File: src/sv/nasie_pkg.sv
// shared types, codes and constant tables of the nas optional element matcher
// holds the per-kind expected element lists and the microcode word layout
// no dependencies
package nasie_pkg;

	// message kinds
	localparam logic [1:0] KIND_ATTACH = 2'd0;
	localparam logic [1:0] KIND_TAU    = 2'd1;
	localparam logic [1:0] KIND_PDN    = 2'd2;
	localparam logic [1:0] KIND_NONE   = 2'd3;

	// element formats
	typedef enum logic [1:0] {
		FMT_TLV  = 2'd0,
		FMT_TV   = 2'd1,
		FMT_HALF = 2'd2
	} fmt_t;

	// matching phase of the current optional part
	typedef enum logic [1:0] {
		PH_ID  = 2'd0,
		PH_LEN = 2'd1,
		PH_VAL = 2'd2,
		PH_UNP = 2'd3
	} phase_t;

	// datapath action selected by a control word
	typedef enum logic [2:0] {
		A_FETCH = 3'd0,
		A_SCAN  = 3'd1,
		A_OPEN  = 3'd2,
		A_LEN   = 3'd3,
		A_BODY  = 3'd4,
		A_UNP   = 3'd5
	} act_t;

	// branch kind of a control word
	typedef enum logic [1:0] {
		BR_DISPATCH = 2'd0,
		BR_SCAN     = 2'd1,
		BR_DONE     = 2'd2
	} br_t;

	typedef logic [2:0] step_t;

	localparam step_t STEP_FETCH = 3'd0;
	localparam step_t STEP_SCAN  = 3'd1;
	localparam step_t STEP_OPEN  = 3'd2;
	localparam step_t STEP_LEN   = 3'd3;
	localparam step_t STEP_BODY  = 3'd4;
	localparam step_t STEP_UNP   = 3'd5;

	typedef struct packed {
		act_t  act;
		br_t   br;
		step_t tgt;
		step_t alt;
	} uword_t;

	typedef struct packed {
		act_t act;
	} ctrl_t;

	typedef struct packed {
		logic   in_acc;
		phase_t disp_phase;
		logic   scan_hit;
		logic   scan_end;
		logic   out_free;
	} stat_t;

	// arg: total length for tv, value mask for half-byte
	typedef struct packed {
		logic [7:0] id;
		fmt_t       fmt;
		logic [3:0] arg;
	} ie_desc_t;

	localparam logic [7:0] HALF_ID_MASK = 8'hF0;

	function automatic logic [4:0] rom_count(input logic [1:0] kind);
		logic [4:0] c;
		case (kind)
			KIND_ATTACH: c = 5'd18;
			KIND_TAU:    c = 5'd24;
			KIND_PDN:    c = 5'd4;
			default:     c = 5'd0;
		endcase
		return c;
	endfunction

	function automatic ie_desc_t ie_rom(input logic [1:0] kind, input logic [4:0] idx);
		ie_desc_t d;
		d = '{8'h00, FMT_TLV, 4'd0};
		case (kind)
			KIND_TAU: begin
				case (idx)
					5'd0:    d = '{8'h0B, FMT_HALF, 4'hF};
					5'd1:    d = '{8'h08, FMT_HALF, 4'h7};
					5'd2:    d = '{8'h19, FMT_TV, 4'd4};
					5'd3:    d = '{8'h50, FMT_TLV, 4'd0};
					5'd4:    d = '{8'h55, FMT_TV, 4'd5};
					5'd5:    d = '{8'h58, FMT_TLV, 4'd0};
					5'd6:    d = '{8'h52, FMT_TV, 4'd6};
					5'd7:    d = '{8'h5C, FMT_TV, 4'd3};
					5'd8:    d = '{8'h0A, FMT_HALF, 4'h1};
					5'd9:    d = '{8'h57, FMT_TLV, 4'd0};
					5'd10:   d = '{8'h31, FMT_TLV, 4'd0};
					5'd11:   d = '{8'h13, FMT_TV, 4'd6};
					5'd12:   d = '{8'h09, FMT_HALF, 4'h1};
					5'd13:   d = '{8'h11, FMT_TLV, 4'd0};
					5'd14:   d = '{8'h20, FMT_TLV, 4'd0};
					5'd15:   d = '{8'h40, FMT_TLV, 4'd0};
					5'd16:   d = '{8'h0F, FMT_HALF, 4'h1};
					5'd17:   d = '{8'h5D, FMT_TLV, 4'd0};
					5'd18:   d = '{8'h0E, FMT_HALF, 4'h1};
					5'd19:   d = '{8'h0D, FMT_HALF, 4'h1};
					5'd20:   d = '{8'h0C, FMT_HALF, 4'h1};
					5'd21:   d = '{8'h10, FMT_TLV, 4'd0};
					5'd22:   d = '{8'h6A, FMT_TLV, 4'd0};
					5'd23:   d = '{8'h5E, FMT_TLV, 4'd0};
					default: d = '{8'h00, FMT_TLV, 4'd0};
				endcase
			end
			KIND_PDN: begin
				case (idx)
					5'd0:    d = '{8'h0D, FMT_HALF, 4'h1};
					5'd1:    d = '{8'h28, FMT_TLV, 4'd0};
					5'd2:    d = '{8'h27, FMT_TLV, 4'd0};
					5'd3:    d = '{8'h0C, FMT_HALF, 4'h1};
					default: d = '{8'h00, FMT_TLV, 4'd0};
				endcase
			end
			default: begin
				case (idx)
					5'd0:    d = '{8'h19, FMT_TV, 4'd4};
					5'd1:    d = '{8'h50, FMT_TLV, 4'd0};
					5'd2:    d = '{8'h52, FMT_TV, 4'd6};
					5'd3:    d = '{8'h5C, FMT_TV, 4'd3};
					5'd4:    d = '{8'h31, FMT_TLV, 4'd0};
					5'd5:    d = '{8'h13, FMT_TV, 4'd6};
					5'd6:    d = '{8'h09, FMT_HALF, 4'h1};
					5'd7:    d = '{8'h11, FMT_TLV, 4'd0};
					5'd8:    d = '{8'h20, FMT_TLV, 4'd0};
					5'd9:    d = '{8'h40, FMT_TLV, 4'd0};
					5'd10:   d = '{8'h0F, FMT_HALF, 4'h1};
					5'd11:   d = '{8'h5D, FMT_TLV, 4'd0};
					5'd12:   d = '{8'h0D, FMT_HALF, 4'h1};
					5'd13:   d = '{8'h0E, FMT_HALF, 4'h1};
					5'd14:   d = '{8'h0C, FMT_HALF, 4'h1};
					5'd15:   d = '{8'h10, FMT_TLV, 4'd0};
					5'd16:   d = '{8'h6A, FMT_TLV, 4'd0};
					5'd17:   d = '{8'h5E, FMT_TLV, 4'd0};
					default: d = '{8'h00, FMT_TLV, 4'd0};
				endcase
			end
		endcase
		return d;
	endfunction

endpackage

File: src/sv/nasie_useq.sv
// microcode sequencer: step counter, control store and branch logic
// depends on nasie_pkg for the control word, control and status structs
module nasie_useq (
	input  logic             clk,
	input  logic             arst_n,
	input  nasie_pkg::stat_t stat,
	output nasie_pkg::ctrl_t ctrl
);

	nasie_pkg::step_t  step_q;
	nasie_pkg::step_t  step_nx;
	nasie_pkg::uword_t w;

	// control store
	always_comb begin
		case (step_q)
			nasie_pkg::STEP_FETCH: w = '{nasie_pkg::A_FETCH, nasie_pkg::BR_DISPATCH,
				nasie_pkg::STEP_FETCH, nasie_pkg::STEP_FETCH};
			nasie_pkg::STEP_SCAN:  w = '{nasie_pkg::A_SCAN, nasie_pkg::BR_SCAN,
				nasie_pkg::STEP_OPEN, nasie_pkg::STEP_UNP};
			nasie_pkg::STEP_OPEN:  w = '{nasie_pkg::A_OPEN, nasie_pkg::BR_DONE,
				nasie_pkg::STEP_FETCH, nasie_pkg::STEP_OPEN};
			nasie_pkg::STEP_LEN:   w = '{nasie_pkg::A_LEN, nasie_pkg::BR_DONE,
				nasie_pkg::STEP_FETCH, nasie_pkg::STEP_LEN};
			nasie_pkg::STEP_BODY:  w = '{nasie_pkg::A_BODY, nasie_pkg::BR_DONE,
				nasie_pkg::STEP_FETCH, nasie_pkg::STEP_BODY};
			nasie_pkg::STEP_UNP:   w = '{nasie_pkg::A_UNP, nasie_pkg::BR_DONE,
				nasie_pkg::STEP_FETCH, nasie_pkg::STEP_UNP};
			default:               w = '{nasie_pkg::A_FETCH, nasie_pkg::BR_DISPATCH,
				nasie_pkg::STEP_FETCH, nasie_pkg::STEP_FETCH};
		endcase
	end

	assign ctrl.act = w.act;

	always_comb begin
		step_nx = step_q;
		case (w.br)
			nasie_pkg::BR_DISPATCH: begin
				if (stat.in_acc) begin
					case (stat.disp_phase)
						nasie_pkg::PH_ID:  step_nx = nasie_pkg::STEP_SCAN;
						nasie_pkg::PH_LEN: step_nx = nasie_pkg::STEP_LEN;
						nasie_pkg::PH_VAL: step_nx = nasie_pkg::STEP_BODY;
						default:           step_nx = nasie_pkg::STEP_UNP;
					endcase
				end
			end
			nasie_pkg::BR_SCAN: begin
				if (stat.scan_end) begin
					step_nx = w.alt;
				end else if (stat.scan_hit) begin
					step_nx = w.tgt;
				end
			end
			nasie_pkg::BR_DONE: begin
				// hold until the output register can take the result
				if (stat.out_free) begin
					step_nx = w.tgt;
				end else begin
					step_nx = w.alt;
				end
			end
			default: step_nx = nasie_pkg::STEP_FETCH;
		endcase
	end

	always_ff @(posedge clk or negedge arst_n) begin
		if (!arst_n) begin
			step_q <= nasie_pkg::STEP_FETCH;
		end else begin
			step_q <= step_nx;
		end
	end

endmodule

File: src/sv/nasie_dpath.sv
// datapath of the matcher: message state, list scan, result build, output register
// depends on nasie_pkg for the element tables and the control and status structs
module nasie_dpath #(
	parameter int LIST_DEPTH = 32
) (
	input  logic             clk,
	input  logic             arst_n,
	input  nasie_pkg::ctrl_t ctrl,
	output nasie_pkg::stat_t stat,
	input  logic             in_valid,
	output logic             in_stall,
	input  logic [1:0]       msg_kind,
	input  logic [7:0]       data_byte,
	input  logic             first_byte,
	input  logic             last_byte,
	output logic             out_valid,
	input  logic             out_stall,
	output logic [4:0]       slot,
	output logic [4:0]       entry,
	output logic [8:0]       offset,
	output logic [7:0]       data_out,
	output logic             ie_start,
	output logic             ie_end,
	output logic             unparsed,
	output logic             truncated,
	output logic             end_of_message
);

	localparam int LW = $clog2(LIST_DEPTH + 1);

	logic [1:0]           kind_q;
	logic [LW-1:0]        list_pos_q;
	nasie_pkg::phase_t    phase_q;
	logic [8:0]           bytes_left_q;
	logic [4:0]           slot_q;
	logic [4:0]           cur_entry_q;
	logic [8:0]           byte_pos_q;
	logic [LW-1:0]        scan_q;
	logic [7:0]           byte_q;
	logic                 last_q;
	nasie_pkg::ie_desc_t  desc_q;
	logic                 out_valid_q;

	logic                 in_acc;
	logic                 out_free;
	logic [LW-1:0]        cnt;
	logic [4:0]           rc;
	nasie_pkg::ie_desc_t  desc;
	logic                 scan_end;
	logic                 scan_hit;
	logic                 commit;

	logic [4:0]           r_slot;
	logic [4:0]           r_entry;
	logic [8:0]           r_off;
	logic [7:0]           r_data;
	logic                 r_start;
	logic                 r_end;
	logic                 r_unp;
	logic                 r_trunc;
	nasie_pkg::phase_t    n_phase;
	logic [8:0]           n_bl;
	logic [8:0]           n_bp;
	logic [4:0]           n_ce;
	logic [LW-1:0]        n_lp;
	logic [4:0]           n_slot;
	logic [3:0]           tv_left;

	assign in_stall = (ctrl.act != nasie_pkg::A_FETCH);
	assign in_acc   = in_valid && !in_stall;
	assign out_free = !out_valid_q || !out_stall;

	assign rc  = nasie_pkg::rom_count(kind_q);
	assign cnt = (LW'(rc) > LW'(LIST_DEPTH)) ? LW'(LIST_DEPTH) : LW'(rc);

	// one list entry examined per scan step
	assign desc     = nasie_pkg::ie_rom(kind_q, scan_q[4:0]);
	assign scan_end = (scan_q >= cnt);
	assign scan_hit = !scan_end && ((desc.fmt == nasie_pkg::FMT_HALF) ?
		(byte_q[7:4] == desc.id[3:0]) : (byte_q == desc.id));

	assign stat.in_acc     = in_acc;
	assign stat.disp_phase = first_byte ? nasie_pkg::PH_ID : phase_q;
	assign stat.scan_hit   = scan_hit;
	assign stat.scan_end   = scan_end;
	assign stat.out_free   = out_free;

	assign commit = out_free && (ctrl.act inside {nasie_pkg::A_OPEN, nasie_pkg::A_LEN,
		nasie_pkg::A_BODY, nasie_pkg::A_UNP});

	assign tv_left = (desc_q.arg != 4'd0) ? (desc_q.arg - 4'd1) : 4'd0;

	always_comb begin
		r_slot  = slot_q;
		r_entry = 5'd0;
		r_off   = 9'd0;
		r_data  = byte_q;
		r_start = 1'b0;
		r_end   = 1'b0;
		r_unp   = 1'b0;
		n_phase = phase_q;
		n_bl    = bytes_left_q;
		n_bp    = byte_pos_q;
		n_ce    = cur_entry_q;
		n_lp    = list_pos_q;
		case (ctrl.act)
			nasie_pkg::A_OPEN: begin
				n_ce    = scan_q[4:0];
				n_lp    = scan_q + LW'(1);
				r_entry = scan_q[4:0];
				r_start = 1'b1;
				n_bp    = 9'd1;
				case (desc_q.fmt)
					nasie_pkg::FMT_HALF: begin
						r_data = byte_q & (nasie_pkg::HALF_ID_MASK | {4'h0, desc_q.arg});
						r_end  = 1'b1;
					end
					nasie_pkg::FMT_TV: begin
						n_bl = {5'd0, tv_left};
						if (tv_left == 4'd0) begin
							r_end = 1'b1;
						end else begin
							n_phase = nasie_pkg::PH_VAL;
						end
					end
					default: n_phase = nasie_pkg::PH_LEN;
				endcase
			end
			nasie_pkg::A_LEN: begin
				r_entry = cur_entry_q;
				r_off   = byte_pos_q;
				n_bl    = {1'b0, byte_q};
				n_bp    = 9'd2;
				if (byte_q == 8'd0) begin
					r_end   = 1'b1;
					n_phase = nasie_pkg::PH_ID;
				end else begin
					n_phase = nasie_pkg::PH_VAL;
				end
			end
			nasie_pkg::A_BODY: begin
				r_entry = cur_entry_q;
				r_off   = byte_pos_q;
				n_bp    = byte_pos_q + 9'd1;
				n_bl    = (bytes_left_q != 9'd0) ? (bytes_left_q - 9'd1) : 9'd0;
				if (n_bl == 9'd0) begin
					r_end   = 1'b1;
					n_phase = nasie_pkg::PH_ID;
				end
			end
			nasie_pkg::A_UNP: begin
				r_unp   = 1'b1;
				n_phase = nasie_pkg::PH_UNP;
			end
			default: begin
			end
		endcase
		n_slot = slot_q;
		if (r_end) begin
			n_slot = slot_q + 5'd1;
			n_bp   = 9'd0;
		end
		r_trunc = last_q && (n_phase == nasie_pkg::PH_LEN || n_phase == nasie_pkg::PH_VAL);
	end

	always_ff @(posedge clk or negedge arst_n) begin
		if (!arst_n) begin
			kind_q       <= 2'd0;
			list_pos_q   <= '0;
			phase_q      <= nasie_pkg::PH_ID;
			bytes_left_q <= 9'd0;
			slot_q       <= 5'd0;
			cur_entry_q  <= 5'd0;
			byte_pos_q   <= 9'd0;
			scan_q       <= '0;
			last_q       <= 1'b0;
			out_valid_q  <= 1'b0;
		end else begin
			if (out_valid_q && !out_stall) begin
				out_valid_q <= 1'b0;
			end
			if (in_acc) begin
				last_q <= last_byte;
				if (first_byte) begin
					kind_q       <= msg_kind;
					list_pos_q   <= '0;
					phase_q      <= nasie_pkg::PH_ID;
					bytes_left_q <= 9'd0;
					slot_q       <= 5'd0;
					cur_entry_q  <= 5'd0;
					byte_pos_q   <= 9'd0;
					scan_q       <= '0;
				end else begin
					scan_q <= list_pos_q;
				end
			end
			if (ctrl.act == nasie_pkg::A_SCAN && !scan_end && !scan_hit) begin
				scan_q <= scan_q + LW'(1);
			end
			if (commit) begin
				out_valid_q <= 1'b1;
				// the last item of a message leaves the message state cleared
				if (last_q) begin
					list_pos_q   <= '0;
					phase_q      <= nasie_pkg::PH_ID;
					bytes_left_q <= 9'd0;
					slot_q       <= 5'd0;
					cur_entry_q  <= 5'd0;
					byte_pos_q   <= 9'd0;
				end else begin
					list_pos_q   <= n_lp;
					phase_q      <= n_phase;
					bytes_left_q <= n_bl;
					slot_q       <= n_slot;
					cur_entry_q  <= n_ce;
					byte_pos_q   <= n_bp;
				end
			end
		end
	end

	// payload registers
	always_ff @(posedge clk) begin
		if (in_acc) begin
			byte_q <= data_byte;
		end
		if (ctrl.act == nasie_pkg::A_SCAN && scan_hit) begin
			desc_q <= desc;
		end
		if (commit) begin
			slot           <= r_slot;
			entry          <= r_entry;
			offset         <= r_off;
			data_out       <= r_data;
			ie_start       <= r_start;
			ie_end         <= r_end;
			unparsed       <= r_unp;
			truncated      <= r_trunc;
			end_of_message <= last_q;
		end
	end

	assign out_valid = out_valid_q;

endmodule

File: src/sv/nas_optional_ie_matcher.sv
// top level of the nas optional element matcher
// joins the microcode sequencer nasie_useq and the datapath nasie_dpath
// depends on nasie_pkg
//
// usage: the optional element part of a message enters one byte per item on the
// input channel (in_valid / in_stall) with msg_kind, first_byte and last_byte.
// every accepted item gives exactly one result item on the output channel
// (out_valid / out_stall): element slot, list entry, offset, masked byte and flags.
// first_byte samples msg_kind and restarts matching; after the last_byte item
// the message state is cleared.
// steps: a length or value byte and an unparsed byte go through a fetch step, then
// a result step. an identifier byte goes through a fetch step, then scan steps, one per
// list entry tried, plus one more when the list runs out with no match, then a result
// step. a result appears on out_valid in the cycle after its result step.
// the output register lets the next item be fetched while a result waits; if
// the receiver stalls, the result step holds and in_stall stays high until the
// output register frees.
// reset: asynchronous, active low; clears the message kind, the message state
// and the output valid; the block then waits for its first item.
module nas_optional_ie_matcher #(
	parameter int LIST_DEPTH = 32
) (
	input  logic       clk,
	input  logic       arst_n,
	input  logic       in_valid,
	output logic       in_stall,
	input  logic [1:0] msg_kind,
	input  logic [7:0] data_byte,
	input  logic       first_byte,
	input  logic       last_byte,
	output logic       out_valid,
	input  logic       out_stall,
	output logic [4:0] slot,
	output logic [4:0] entry,
	output logic [8:0] offset,
	output logic [7:0] data_out,
	output logic       ie_start,
	output logic       ie_end,
	output logic       unparsed,
	output logic       truncated,
	output logic       end_of_message
);

	nasie_pkg::ctrl_t ctrl;
	nasie_pkg::stat_t stat;

	nasie_useq u_useq (
		.clk    (clk),
		.arst_n (arst_n),
		.stat   (stat),
		.ctrl   (ctrl)
	);

	nasie_dpath #(
		.LIST_DEPTH (LIST_DEPTH)
	) u_dpath (
		.clk            (clk),
		.arst_n         (arst_n),
		.ctrl           (ctrl),
		.stat           (stat),
		.in_valid       (in_valid),
		.in_stall       (in_stall),
		.msg_kind       (msg_kind),
		.data_byte      (data_byte),
		.first_byte     (first_byte),
		.last_byte      (last_byte),
		.out_valid      (out_valid),
		.out_stall      (out_stall),
		.slot           (slot),
		.entry          (entry),
		.offset         (offset),
		.data_out       (data_out),
		.ie_start       (ie_start),
		.ie_end         (ie_end),
		.unparsed       (unparsed),
		.truncated      (truncated),
		.end_of_message (end_of_message)
	);

endmodule
File: config.mk
export PLATFORM = sky130hd
export DESIGN_NAME = nas_optional_ie_matcher
export DESIGN_NICKNAME = d
export VERILOG_FILES = /design/src/sv/nasie_pkg.sv /design/src/sv/nasie_useq.sv /design/src/sv/nasie_dpath.sv /design/src/sv/nas_optional_ie_matcher.sv
export SDC_FILE = /design/constraint.sdc
export NUM_CORES = 1
export LEC_CHECK = 0
export BUFFER_PORTS_ARGS = -buffer_cell sky130_fd_sc_hd__buf_2
export CELL_PAD_IN_SITES_DETAIL_PLACEMENT = 1
export CELL_PAD_IN_SITES_GLOBAL_PLACEMENT = 1
export CORE_MARGIN = 5
export CORE_UTILIZATION = 30
export CTS_BUF_LIST = sky130_fd_sc_hd__clkbuf_4
export CTS_CLUSTER_SIZE = 30
export DETAILED_ROUTE_END_ITERATION = 12
export PLACE_DENSITY_LB_ADDON = 0.1
export SETUP_SLACK_MARGIN = 0.02
export SLEW_MARGIN = 20
export SYNTH_ARGS = -nofsm -noshare
export SYNTH_HDL_FRONTEND = slang
export SYNTH_HIERARCHICAL = 1
export SYNTH_SLANG_ARGS = --single-unit
File: constraint.sdc
create_clock -name clk -period 7.9 [get_ports clk]
set_input_delay 0.79 -clock clk [delete_from_list [all_inputs] [get_ports clk]]
set_output_delay 0.79 -clock clk [all_outputs]
set_load 0.03 [all_outputs]
==> results.ini <==
[route]
drtIter0Drc = 205
top_layer = met4
wl_met1_mm = 8.79
post-route-drc-count = 0
drt-wirelength-per-cell_um = 19.4
wl_met3_um = 577
drt-total-wl_mm = 18.2
via_per_inst = 5.25
postRouteAntennaNets = 0
vias = 4914
dr.pass1.iters = 4
met2_length_mm = 8.57

[global_routing]
antenna_found_initial = 1
grt_overflow = 0
grt_pass1_vias = 5083
grt_max_degree = 50
grt_pass1_wl_mm = 28.8
grt_usage_pct = 16.2

[worst_setup_path]
critPathBufInv = 2
crit_arrival_ns = 4.71
start_kind = flop
slowest_delay_ns = 0.65
crit_family = compound AO/OA/AOI/OAI gates
end_kind = flop
cp_max_fo = 19
cp_slowest_cell = inv_1
crit_chain = inv_1 -> ha_1 -> a21oi_1 -> o21a_1 -> nor3_1 -> nand2_1 -> inv_1 -> a21oi_1 -> nor2_1 -> o21ai_1 -> or2_2 -> o21ai_0
cp.required_ns = 8.31
critPathKind = reg2reg
cp.depth = 12
r2r_cells = 12

[finish]
mostFrequentLayoutCell = o21ai_0
fin_cells = 936
mostFrequentLayoutCells = o21ai_0 (64), nand2_1 (59), buf_2 (49), nor2_1 (49), dfrtp_1 (49)
drive_gt1_share_pct = 14.2
fillers = 2286
final_nets = 709
finish.utilization_pct = 33.4
syn_to_final_growth_pct = 9.06

[floorplanning]
coreArea_um2 = 19600
fp.dieArea_um2 = 22900
rows = 51
die_w_um = 151
die-height_um = 151
initial_utilization_pct = 30.7
io_pins = 50

[clocking]
cts.sinks = 95
clk_path_buf_depth = 2
cts_tree = done
cts.reportedPaths.clkPinSlew_ns = 0.16
h-tree-depth = 3
clock_latency_ns = 0.49
clockRootBuffer = clkbuf_4
postCtsSetupBuffers = 0
cts_buffers = 9
cts_hold_buf = 0
post_cts_resized = 0

[timing]
setup_viol = 0
tightest_slew_ns = 0.854
min_period_ns = 4.30
fin_tns_setup_ns = 0
finalHoldViolations = 0
relSlewSlack_pct = 42.7
final.setup_skew_ns = 0.0192
timing.final.crit_share_pct = 54.5
whs_ns = 0.405
fmax_mhz = 232
rsz0062_at_grt = false
maxSlewViolCount = 0

[synth]
synth-edff-count = 46
synthArstFlopShare_pct = 51.6
syn_inst = 637
synth_ff_type = dfrtp_1
synth_fp_nets = 681
ys_seq_area_share_pct = 43.4
ys_warn_count = 6
ys_types = 79
syn_avg_cell_area_um2 = 9.43
ys_seq_elements = 95
synth_area_um2 = 6010

[power]
combPwrFrac_pct = 58.1
static-leakage-power_uw = 0.00268
switching_power_uw = 1310
total_power_uw = 2600
power_density_nw_per_um2 = 396
p_sw_share_pct = 50.6
p_seq_share_pct = 30.4
clkPwrFrac_pct = 11.6
ir_drop_mv = 0.180
p_int_uw = 1280

[placement]
place.gp.congestion = 0.822
io_buffer_count = 49
hpwl_mm = 13.3
dp.cells = 919

[hold_path]
hold_class = in2async

[job]
max_cap_viol_count = 0

[outcome]
outcome = completed

## flip-flops by register name, summed over array words and instances (netlist names), 2 cells and up
signal and flops:
u_dpath/phase_q 2, u_dpath/entry 5, u_dpath/bytes_left_q 9, u_dpath/list_pos_q 6
u_dpath/desc_q 6, u_dpath/r_slot 5, u_dpath/slot 5, u_dpath/kind_q 2
u_dpath/byte_pos_q 9, u_dpath/scan_q 6, u_dpath/data_out 8, u_useq/step_q 3
u_dpath/cur_entry_q 5, u_dpath/byte_q 8, u_dpath/offset 9
## power by group through the flow
stage	Combinational (uW)	Clock (uW)	Sequential (uW)
after CTS	1520	313	789
after floorplan	1030	0	871
after global routing	1670	330	804
after global placement	1510	0	798
final	1510	301	788
after detailed placement	1510	0	799
## worst paths after layout
check                                                        start                                   to  slack, ns
worst max-delay path                  u_useq/step_q[1]$_DFFE_PN0P_  u_dpath/bytes_left_q[2]$_DFFE_PN0P_       3.60
worst min-delay path                                        arst_n         u_useq/step_q[0]$_DFFE_PN0P_       0.41
worst max register to register        u_useq/step_q[1]$_DFFE_PN0P_  u_dpath/bytes_left_q[2]$_DFFE_PN0P_       3.60
worst min register to register  u_dpath/cur_entry_q[3]$_DFFE_PN0P_   u_dpath/cur_entry_q[3]$_DFFE_PN0P_       0.51
max in group asynchronous                                   arst_n        u_dpath/kind_q[1]$_DFFE_PN0P_       6.99
min in group clk                                      data_byte[7]          u_dpath/byte_q[7]$_DFFE_PP_       0.48
## Yosys cell counts, drive strengths merged, types with 6 or more instances
cell type,instances,area [um2]
o21ai,69,349
nand2,59,221
nor2,50,190
dfrtp,49,1230
edfxtp,46,1380
inv,34,128
a21oi,32,160
ha,28,350
buf,20,170
clkbuf,18,67.6
and2,17,106
nor2b,16,100
nor3,15,75.1
nand2b,14,87.6
nand3,11,55.1
xor2,9,78.8
a31oi,8,50.1
and3,8,50.1
o31ai,8,60.1
or2,8,50.1
a211oi,7,57.6
nand4,7,50.1
nor3b,6,56.3
## layout make-up
type                    count  area (um2)  share of cell area, %
flip-flops and latches     95        2610                   39.8
clock inverters             7        90.1                   1.38
diodes                      1        2.50                 0.0382
repair buffers             55         290                   4.43
clock buffers               9        67.6                   1.03
multi-input cells         468        3030                   46.2
well taps                 265         332                   5.06
inverters                  36         135                   2.06
## worst register-to-register path: stages, from the launching register on
cell and delay, ns:
dfrtp_1 0.57, inv_1 0.13, ha_1 0.56, a21oi_1 0.14, o21a_1 0.32, nor3_1 0.28
nand2_1 0.32, inv_1 0.65, a21oi_1 0.30, nor2_1 0.16, o21ai_1 0.27, or2_2 0.39
o21ai_0 0.17
## logic make-up (layout without fill, tap and decap cells)
logic type                 count (synthesis)  after routing  synth area share, %
AOI/OAI and AO/OA                        185            185                 20.7
xor gates and xnor gates                  14             14                 2.04
adders and majority gates                 28             28                 5.83
buffers and inverters                     74            107                 6.21
DFF                                       95             95                 43.4
muxes                                      9              9                 1.58
other                                      0              1                    0
and+or+nand+nor                          232            232                 20.2
## metal layers
metal | global-route usage [%] | up-vias
li1 | - | 2358
met1 | 22.4 | 2451
met2 | 26.4 | 86
met3 | 2.74 | 19
met4 | 4.04 | 0
met5 | 0 | -
## metrics by stage
stage | setup WS [ns] | area, um2
after floorplan | 4.56 | 6010
after global placement | 3.65 | 6390
after detailed placement | 3.59 | 6390
after CTS | 3.56 | 6550
after global routing | 3.12 | 6550
final | 3.60 | 6550
Note: power is estimated with default switching activity, not from simulation.
